### config.mk
export PLATFORM = sky130hd
export DESIGN_NAME = fscan_cell
export DESIGN_NICKNAME = d
export VERILOG_FILES = /design/src/hw/rtl/fscan_pkg.sv /design/src/hw/rtl/fscan_cell.sv
export SDC_FILE = /design/constraint.sdc
export NUM_CORES = 1
export LEC_CHECK = 0
export BUFFER_PORTS_ARGS = -buffer_cell sky130_fd_sc_hd__buf_2
export CAP_MARGIN = 0
export CORE_MARGIN = 2
export CORE_UTILIZATION = 48
export DETAILED_ROUTE_END_ITERATION = 6
export PLACE_DENSITY = 0.81
export REMOVE_ABC_BUFFERS = 1
export SETUP_SLACK_MARGIN = 0.3
export SLEW_MARGIN = 15
export SYNTH_ARGS = -nofsm -noshare
export SYNTH_HDL_FRONTEND = slang
export SYNTH_SLANG_ARGS = --single-unit
### constraint.sdc
create_clock -name clk -period 3.1 [get_ports clk]
set_input_delay 0.155 -clock clk [delete_from_list [all_inputs] [get_ports clk]]
set_output_delay 0.155 -clock clk [all_outputs]
set_load 0.005 [all_outputs]
### src/hw/rtl/fscan_pkg.sv
`timescale 1ns / 1ps
package fscan_pkg;

  localparam int ID_BITS = 16;
  localparam int FIELD_BITS = 16;

  typedef enum logic [1:0] {
    ST_ADDED   = 2'd0,
    ST_DROPPED = 2'd1,
    ST_DISPATCHED = 2'd2,
    ST_EMPTY   = 2'd3
  } status_t;

  typedef enum logic {
    MODE_ADD  = 1'b0,
    MODE_DISP = 1'b1
  } mode_t;

  typedef enum logic [1:0] {
    S_IDLE = 2'd0,
    S_SCAN = 2'd1,
    S_SHIFT = 2'd2,
    S_OUT = 2'd3
  } state_t;

  // per-cycle command broadcast to every cell
  typedef enum logic [1:0] {
    CMD_HOLD   = 2'd0,
    CMD_INSERT = 2'd1,
    CMD_REMOVE = 2'd2
  } cmd_t;

endpackage

### src/hw/rtl/fscan_cell.sv
`timescale 1ns / 1ps
// one queue slot: holds (id, track) for both queues, shifts with neighbors
module fscan_cell import fscan_pkg::*; #(
  parameter int TB = 16,
  parameter int POS_BITS = 5,
  parameter int MY_POS = 0
) (
  input  logic clk,
  input  cmd_t cmd,
  input  logic sel_b,
  input  logic [POS_BITS-1:0] pos,
  input  logic [ID_BITS-1:0] new_id,
  input  logic [TB-1:0] new_trk,
  input  logic [ID_BITS-1:0] left_id,
  input  logic [TB-1:0] left_trk,
  input  logic [ID_BITS-1:0] right_id,
  input  logic [TB-1:0] right_trk,
  output logic [ID_BITS-1:0] id,
  output logic [TB-1:0] trk
);

  logic [ID_BITS-1:0] id_a, id_b;
  logic [TB-1:0] trk_a, trk_b;
  logic [ID_BITS-1:0] id_n;
  logic [TB-1:0] trk_n;
  logic [POS_BITS-1:0] me;
  logic upd;

  assign me = POS_BITS'(MY_POS);
  assign id = sel_b ? id_b : id_a;
  assign trk = sel_b ? trk_b : trk_a;

  // next contents of the selected queue slot
  always_comb begin
    id_n = id;
    trk_n = trk;
    upd = 1'b0;
    case (cmd)
      CMD_INSERT: begin
        if (me == pos) begin
          id_n = new_id; trk_n = new_trk; upd = 1'b1;
        end else if (me > pos) begin
          id_n = left_id; trk_n = left_trk; upd = 1'b1;
        end
      end
      CMD_REMOVE: begin
        if (me >= pos) begin
          id_n = right_id; trk_n = right_trk; upd = 1'b1;
        end
      end
      default: upd = 1'b0;
    endcase
  end

  always_ff @(posedge clk) begin
    if (upd) begin
      if (sel_b) begin
        id_b <= id_n; trk_b <= trk_n;
      end else begin
        id_a <= id_n; trk_a <= trk_n;
      end
    end
  end

endmodule

==> results.yml, run 1 <==
pwr:
  clock_power_share_pct: 32.6
  p_int_uw: 1323
  swShare_pct: 22.36
  combPwrFrac_pct: 11.1
  power.share.sequential_pct: 56.3
  power.density_mw_per_mm2: 438.7
  switching_power_uw: 381.2
  ir_worst_vdd_v: 0.0002535
  leakagePower_uw: 0.001742
global_routing:
  grt_usage_pct: 18.54
  grt_pass1_wl_um: 10340
  antenna_found_initial: 0
  grt_pass1_vias: 2204
  grt_overflow_total: 0
  grt_max_degree: 35
sta:
  final_max_slew_viol_count: 0
  tns_ps: 0
  clock_skew_ps: 9.435
  finalCriticalPeriod_ps: 1601
  finalCritPeriodShare_pct: 51.66
  setup_violations: 0
  clock.fmax_ghz: 0.6244
  hold_viol: 0
  worst_pin_slew_ps: 867.3
  rsz0062_at_grt: "false"
  relSlewSlack_pct: 42.18
flow_run:
  max_cap_viol_count: 0
worst_setup_path:
  worstSetupEndpointType: "flip-flop"
  ff2ff_path_depth: 3
  setup.worst_path.start_class: "primary input"
  required_ps: 3100
  r2r_slack_ps: 1970
  critPathKind: "in -> reg"
  critPathArrivalTime_ps: 1600
  timing.rr.start: "trk_a[0]$_DFFE_PP_"
  rr_endpoint: "trk_b[0]$_DFFE_PP_"
  path_max_fanout: 20
worst_hold_path:
  hold_depth: 3
  min_path_type: "in -> reg"
  hold_end: "trk_a[9]$_DFFE_PP_"
  hp-start: "new_trk[9]"
drt:
  antenna_left: 0
  drtPass1Iterations: 6
  vias: 2188
  wire_per_inst_um: 15.56
  totalWireLength_um: 6319
  drcViolationCount: 0
  drtIter0Drc: 113
  via_per_inst: 5.389
clocking:
  cts.path.max_buffers: 2
  clk_latency_ps: 320
  cts_tree: "done"
  cts_hold_buf: 0
  cts_root_buf: "clkbuf_8"
  htree_levels: 3
  clkTransAtPathRegs_ps: 70
  cts_sinks: 64
  post_cts_buffers: 0
  cts_made_buffers: 9
  cts_resized: 0
finish:
  final_nets: 432
  final_core_util_pct: 60.83
  area_growth_pct: 21.81
  layout-drive-gt1-share_pct: 48.33
  final_common_cell: "buf_2"
  antenna_cells: 0
  stdcell_area_mm2: 0.003885
  layout_common_cells: "104 x buf_2, 64 x edfxtp_1"
die:
  dieWidth_um: 85.52
  die_y_um: 85.52
  dieArea_mm2: 0.007313
  initial_core_util_pct: 49.94
  core_area_mm2: 0.006386
  ios: 137
  rows: 29
synthesis:
  ys_types: 17
  postSynthCellCount: 222
  ys_seq_area_share_pct: 60.26
  syn-cell-area_mm2: 0.003189
  syn_avg_cell_area_um2: 14.37
  ys_warn_count: 0
  ys_seq_elements: 64
run_status:
  status: "finished clean"
placed_design:
  hpwl_um: 4071
  place.gp.congestion: 0.6871
  io_buffers: 104
  dpl_cell_area_mm2: 0.003732
## cells by family (layout without fill, tap and decap cells)
family / count (synthesis) / count (layout) / share of synthesized area [%]
muxes: 64 / 64 / 21.34
AOI/OAI and AO/OA: 32 / 32 / 7.532
DFF: 64 / 64 / 60.26
and+or+nand+nor: 39 / 39 / 5.493
adders and majority gates: 2 / 2 / 0.7845
buffers and inverters: 21 / 128 / 4.590
## per-layer routing
| metal | part of all wire [%] | up-vias | global-route usage, % |
|---|---|---|---|
| met4 | 0.55 | 0 | 4.762 |
| met1 | 43 | 1052 | 23.48 |
| met2 | 51 | 75 | 31.04 |
| met5 | 0 | - | 0 |
| li1 | - | 1057 | - |
| met3 | 5.4 | 4 | 5.967 |
## cells in the mapped netlist (all sizes together)
library cell  count  area share (%)
nor2              2            0.24
nor3b             1            0.39
ha                2            0.78
edfxtp           64              60
buf              13             3.6
mux2i            32              10
clkbuf            6            0.71
nor3              1            0.31
nor4              1            0.39
nand2            33             4.0
inv               2            0.24
mux2             32              11
or3               1            0.20
a22oi            32             7.5
## area by class of cell
class / count / area [µm²]
fillers: 521 / 2501
inverters: 2 / 7.507
repair buffers: 111 / 573.1
clock inverters: 6 / 27.53
multi-input cells: 137 / 1135
clock buffers: 9 / 123.9
flip-flops and latches: 64 / 1922
well taps: 77 / 96.34
## worst max-delay path by stage
| stage | end | depth (start not counted) | start | slack (ps) |
|---|---|---|---|---|
| 4_1_cts | id_b[5]$_DFFE_PP_ | 6 | cmd[0] | 1370 |
| 5_1_grt | id_b[15]$_DFFE_PP_ | 7 | cmd[0] | 1380 |
| 3_3_place_gp | trk_a[14]$_DFFE_PP_ | 6 | cmd[0] | 1070 |
| 2_1_floorplan | id_a[0]$_DFFE_PP_ | 5 | cmd[0] | 40 |
| 3_5_place_dp | id_b[5]$_DFFE_PP_ | 6 | cmd[0] | 1020 |
| 6_report | trk_b[7]$_DFFE_PP_ | 7 | cmd[0] | 1500 |
## flip-flops by register name (all words and copies together), names as in the netlist
signal  flops
id_b       16
trk_b      16
id_a       16
trk_a      16
## power by group through the flow
stage	Sequential, µW	Combinational, µW	Clock [µW]
final	960	189	556
after global routing	959	213	615
after CTS	960	192	570
after detailed placement	978	191	0
after global placement	978	184	0
after floorplan	978	98.2	0
## critical path, cell delays in order
cell     delay, ps
buf_2           90
inv_1           40
ha_1           300
nor4_2         170
nand2_2        270
nor3b_4        250
buf_4          310
## through the flow
step / hold slack [ps] / worst slack [ps] / cells / power [µW]
global route: 237.8 / 1384 / 406 / 1788
detailed placement: 581.4 / 1024 / 391 / 1169
CTS: 232.0 / 1367 / 406 / 1721
global placement: 556.8 / 1066 / 391 / 1162
floorplan: 456.2 / 41.32 / 203 / 1077
finish: 249.8 / 1499 / 406 / 1704
Note: power is estimated with default switching activity, not from simulation.
==> inputs of run 2 (changes only) <==
- ABC_AREA: default -> 1
- CORE_UTILIZATION: 48 -> 50
- clock period: 3.1 -> 1.6 ns (I/O delays scaled with it)
==> results.yml, run 2 <==
die:
  die_y_um: 89.10
  dieWidth_um: 89.10
  ios: 137
  core_area_mm2: 0.007137
  rows: 31
  dieArea_mm2: 0.007939
  initial_core_util_pct: 50.74
finish:
  nFillCells: 642
  antenna_cells: 0
  layout-drive-gt1-share_pct: 32.93
  final_common_cell: "nand2_1"
  stdcell_area_mm2: 0.004368
  final_nets: 603
  area_growth_pct: 20.63
  layout_common_cells: "222 x nand2_1, 104 x buf_2, 64 x edfxtp_1, 32 x nand4_1, 24 x nand3_2"
  final_core_util_pct: 61.20
  multi_input_area_mm2: 0.001466
  regArea_mm2: 0.001922
placed_design:
  hpwl_um: 5302
  preCtsSetupSlack_ps: 43.36
  dpl_cell_area_mm2: 0.004190
  io_buffers: 104
  place.gp.congestion: 0.7295
synthesis:
  ys_types: 17
  ys_seq_area_share_pct: 53.08
  postSynthCellCount: 396
  synth.top_cell.area_share_pct: 53.08
  netlist_top_cells_area: "edfxtp_1 53%, nand2_1 23%, nand3_2 6.6%"
  synth.most_common_cell: "nand2_1"
  ys_seq_elements: 64
  syn_avg_cell_area_um2: 9.144
  yosys_most_used_dff: "edfxtp_1"
  synth_common_cells: "222 x nand2_1, 64 x edfxtp_1, 32 x nand4_1"
  yosysTopAreaCell: "edfxtp_1"
  ys_async_sr_fraction_pct: 0
  syn-cell-area_mm2: 0.003621
  synth_edf_count: 64
  ys_warn_count: 0
drt:
  wire_per_inst_um: 13.60
  drtPass1Iterations: 5
  vias: 3039
  drcViolationCount: 0
  totalWireLength_um: 8162
  drtIter0Drc: 239
  via_per_inst: 5.065
  antenna_left: 0
clocking:
  cts_tree: "done"
  cts_sinks: 64
  cts_root_buf: "clkbuf_8"
  cts_resized: 0
  cts_hold_buf: 0
  cts.path.max_buffers: 2
  clk_latency_ps: 330
  post_cts_buffers: 0
  cts_made_buffers: 9
  htree_levels: 3
  clkTransAtPathRegs_ps: 60
global_routing:
  grt_pass1_vias: 2961
  grt_pass1_wl_um: 13260
  antenna_found_initial: 0
  grt_usage_pct: 22.00
  grt_overflow_total: 0
  grt_max_degree: 34
sta:
  relSlewSlack_pct: 73.89
  worst_slack_ps: 383.9
  rsz0062_at_grt: "false"
  final_max_slew_viol_count: 0
  worst_pin_slew_ps: 391.6
  clock.fmax_ghz: 0.8223
  hold_viol: 0
  finalCriticalPeriod_ps: 1216
  clock_skew_ps: 2.993
  setup_violations: 0
  finalCritPeriodShare_pct: 76.00
flow_run:
  max_cap_viol_count: 0
pwr:
  power.density_mw_per_mm2: 832.6
  power_uw: 3637
  ir_worst_vdd_v: 0.0005248
  leakagePower_uw: 0.002105
worst_setup_path:
  required_ps: 1620
  path_max_fanout: 14
  critPathMaxStageDelay_ps: 330
  critPathArrivalTime_ps: 1240
  worstSetupEndpointType: "flip-flop"
  setup.worst_path.start_class: "primary input"
  cpMaxStageDelayCell: "ha_1"
  r2r_slack_ps: 630
  critPathKind: "in -> reg"
  crit_chain: "buf_2 -> inv_1 -> ha_1 -> nor2_4 -> nand3_4 -> nor3_4 -> buf_4"
run_status:
  status: "finished clean"
worst_hold_path:
  min_path_type: "in -> reg"
## run 2: per-stage QoR
| step | hold WS (ps) | std cells | setup TNS (ps) |
|---|---|---|---|
| floorplan | 261.0 | 366 | -107230 |
| global placement | 499.4 | 584 | 0 |
| detailed placement | 502.6 | 584 | 0 |
| CTS | 162.9 | 600 | 0 |
| global route | 183.3 | 600 | 0 |
| finish | 168.6 | 600 | 0 |
## run 2: layout make-up
class / instances / share of cell area [%]
flip-flops and latches: 64 / 44.00
multi-input cells: 298 / 33.57
clock buffers: 10 / 2.922
inverters: 4 / 0.4583
well taps: 99 / 2.836
repair buffers: 119 / 15.07
clock inverters: 6 / 1.146
## run 2: worst max-delay path, delay by kind of cell
family / cells / cell delay (ps)
adder cells (fa/ha/maj): 1 / 330
AND/OR/NAND/NOR: 3 / 410
buffers and inverters: 3 / 400
## run 2: kinds of logic (layout without fill, tap and decap cells)
kind of cell	count (synthesis)	in the layout	synth area share [%]
fa+ha+maj	2	2	0.6910
buf+inv	34	139	6.773
flops	64	64	53.08
simple gates	296	296	39.46
## run 2: power breakdown
part	total (µW)	switching [µW]	internal (µW)
clock	1260	566	696
sequential	1860	0.812	1860
combinational	513	317	196
## run 2: worst paths after layout
path | to | from | depth (start not counted)
setup / recovery | trk_a[13]$_DFFE_PP_ | cmd[0] | 7
hold / removal | id_a[2]$_DFFE_PP_ | right_id[2] | 5
setup reg to reg | trk_a[11]$_DFFE_PP_ | trk_b[11]$_DFFE_PP_ | 4
hold reg to reg | trk_a[6]$_DFFE_PP_ | trk_a[6]$_DFFE_PP_ | 4
## run 2: per-layer routing
layer / share of wire (%) / global-route usage, % / routed length (µm) / vias up
met2: 50 / 37.64 / 4081 / 139
met4: 1.5 / 7.463 / 119 / 0
li1: - / - / - / 1531
met1: 40 / 27.95 / 3273 / 1357
met3: 8.4 / 4.524 / 687 / 12
met5: 0 / 0 / 0 / -
==> inputs of run 3 (changes only) <==
- ABC_AREA: 1 -> 0
- CORE_UTILIZATION: 50 -> 48
- clock period: 1.6 -> 1.25 ns (I/O delays scaled with it)
==> results.yml, run 3 (synthesis gave the netlist of run 1 again) <==
sta:
  finalCritPeriodShare_pct: 101.5
  fin_hold_ws_ps: 152.0
  worst_pin_slew_ps: 415.2
  relSlewSlack_pct: 72.22
  hold_viol: 0
  clock.fmax_ghz: 0.7882
  finalCriticalPeriod_ps: 1269
  setup_violations: 3
  final_max_slew_viol_count: 0
  rsz0062_at_grt: "true"
  clock_skew_ps: 5.337
  worst_slack_ps: -18.71
placed_design:
  hpwl_um: 4733
  io_buffers: 104
  place.gp.congestion: 0.7150
pwr:
  combPwrFrac_pct: 18.2
  swShare_pct: 24.29
  switching_power_uw: 1205
  p_int_uw: 3756
  leakagePower_uw: 0.002204
  ir_worst_vdd_v: 0.0006011
  clock_power_share_pct: 33.8
  power.share.sequential_pct: 48.0
  power.density_mw_per_mm2: 964.4
run_status:
  status: "finished, violations left"
  violations: "setup timing"
global_routing:
  grt_pass1_wl_um: 12990
  grt_max_degree: 21
  grt_usage_pct: 23.78
  grt_pass1_vias: 2538
  grt_overflow_total: 0
  antenna_found_initial: 0
die:
  ios: 137
  rows: 29
  dieWidth_um: 85.52
  dieArea_mm2: 0.007313
  core_area_mm2: 0.006386
  initial_core_util_pct: 49.94
  die_y_um: 85.52
clocking:
  cts_root_buf: "clkbuf_8"
  cts_sinks: 64
  clkTransAtPathRegs_ps: 70
  cts_tree: "done"
  cts_hold_buf: 0
  cts_made_buffers: 9
  htree_levels: 3
  clk_latency_ps: 330
  cts.path.max_buffers: 2
worst_setup_path:
  required_ps: 1310
  cpLargestDelayFamily: "simple AND/OR/NAND/NOR gates"
  critPathKind: "in -> reg"
  critPathMaxStageDelay_ps: 440
  critPathArrivalTime_ps: 1330
  timing.critical_path.buf_inv: 4
  crit_chain: "buf_8 -> inv_4 -> ha_4 -> or3_4 -> buf_6 -> buf_16 -> nand2_4 -> mux2i_1"
  worstSetupEndpointType: "flip-flop"
  path_max_fanout: 8
  cpMaxStageDelayCell: "or3_4"
  setup.worst_path.start_class: "primary input"
drt:
  drtIter0Drc: 248
  vias: 2563
  antenna_left: 0
  totalWireLength_um: 9696
  drtPass1Iterations: 5
  wire_per_inst_um: 22.19
  drcViolationCount: 0
  via_per_inst: 5.865
finish:
  area_growth_pct: 61.28
  final_nets: 462
  final_common_cell: "buf_2"
  final_core_util_pct: 80.54
  nFillCells: 327
  layout_common_cells: "71 x buf_2, 64 x edfxtp_1, 47 x buf_6, 32 x mux2_4, 32 x a22oi_1"
  layout-drive-gt1-share_pct: 66.11
  antenna_cells: 0
worst_hold_path:
  min_path_type: "in -> reg"
flow_run:
  max_cap_viol_count: 0
[run 3: worst paths after layout]
| check | end | cells past startpoint | startpoint | slack [ps] |
|---|---|---|---|---|
| worst max register to register | trk_a[7]$_DFFE_PP_ | 3 | trk_a[7]$_DFFE_PP_ | 90 |
| worst max-delay path | id_a[1]$_DFFE_PP_ | 8 | cmd[0] | -20 |
| worst min-delay path | trk_b[13]$_DFFE_PP_ | 3 | new_trk[13] | 150 |
| worst min register to register | id_b[5]$_DFFE_PP_ | 3 | id_b[5]$_DFFE_PP_ | 810 |
[run 3: layer usage]
layer	up-vias	routed length, µm	track usage [%]
li1	1127	-	-
met1	1247	3684	28.31
met4	0	247	8.658
met2	160	5074	42.33
met3	29	689	5.197
met5	-	0	0
[run 3: power groups by stage]
stage	sequential, µW	combinational, µW	clock [µW]
CTS	2380	702	1650
global placement	2430	497	0
detailed placement	2430	516	0
finish	2380	904	1680
global route	2380	956	1790
floorplan	2430	243	0
[run 3: tightest hold or removal path, cell delays in order]
cell	delay, ps
buf_2	80
a22oi_1	50
mux2i_1	160
[run 3: per-stage QoR]
step	worst slack, ps	setup TNS (ps)	area [µm²]	std cells	power, µW
floorplan	-1716	-148820	3050	203	2670
global placement	-375.6	-40530	3865	402	2923
detailed placement	-429.2	-46760	3865	402	2942
CTS	38.51	0	4634	434	4729
global route	-45.76	-171.7	5144	437	5121
finish	-18.71	-47.47	5144	437	4960
[run 3: layout make-up]
type                       count  area, µm²  share of cell area [%]
multi-input combinational    137       1634                   31.77
inverter                       2      10.01                  0.1946
clock inverter                 5      47.55                  0.9243
tap                           77      96.34                   1.873
sequential                    64       1922                   37.36
timing repair buffer         141       1303                   25.32
clock buffer                  11      131.4                   2.554
[run 3: timing repair]
action,4_1_cts,5_1_grt
endpoints found under the hold margin,0,0
cloned,8,2
resized for setup,91,93
pin swaps,5,8
setup buffers,8,1
setup endpoints to repair,160,160
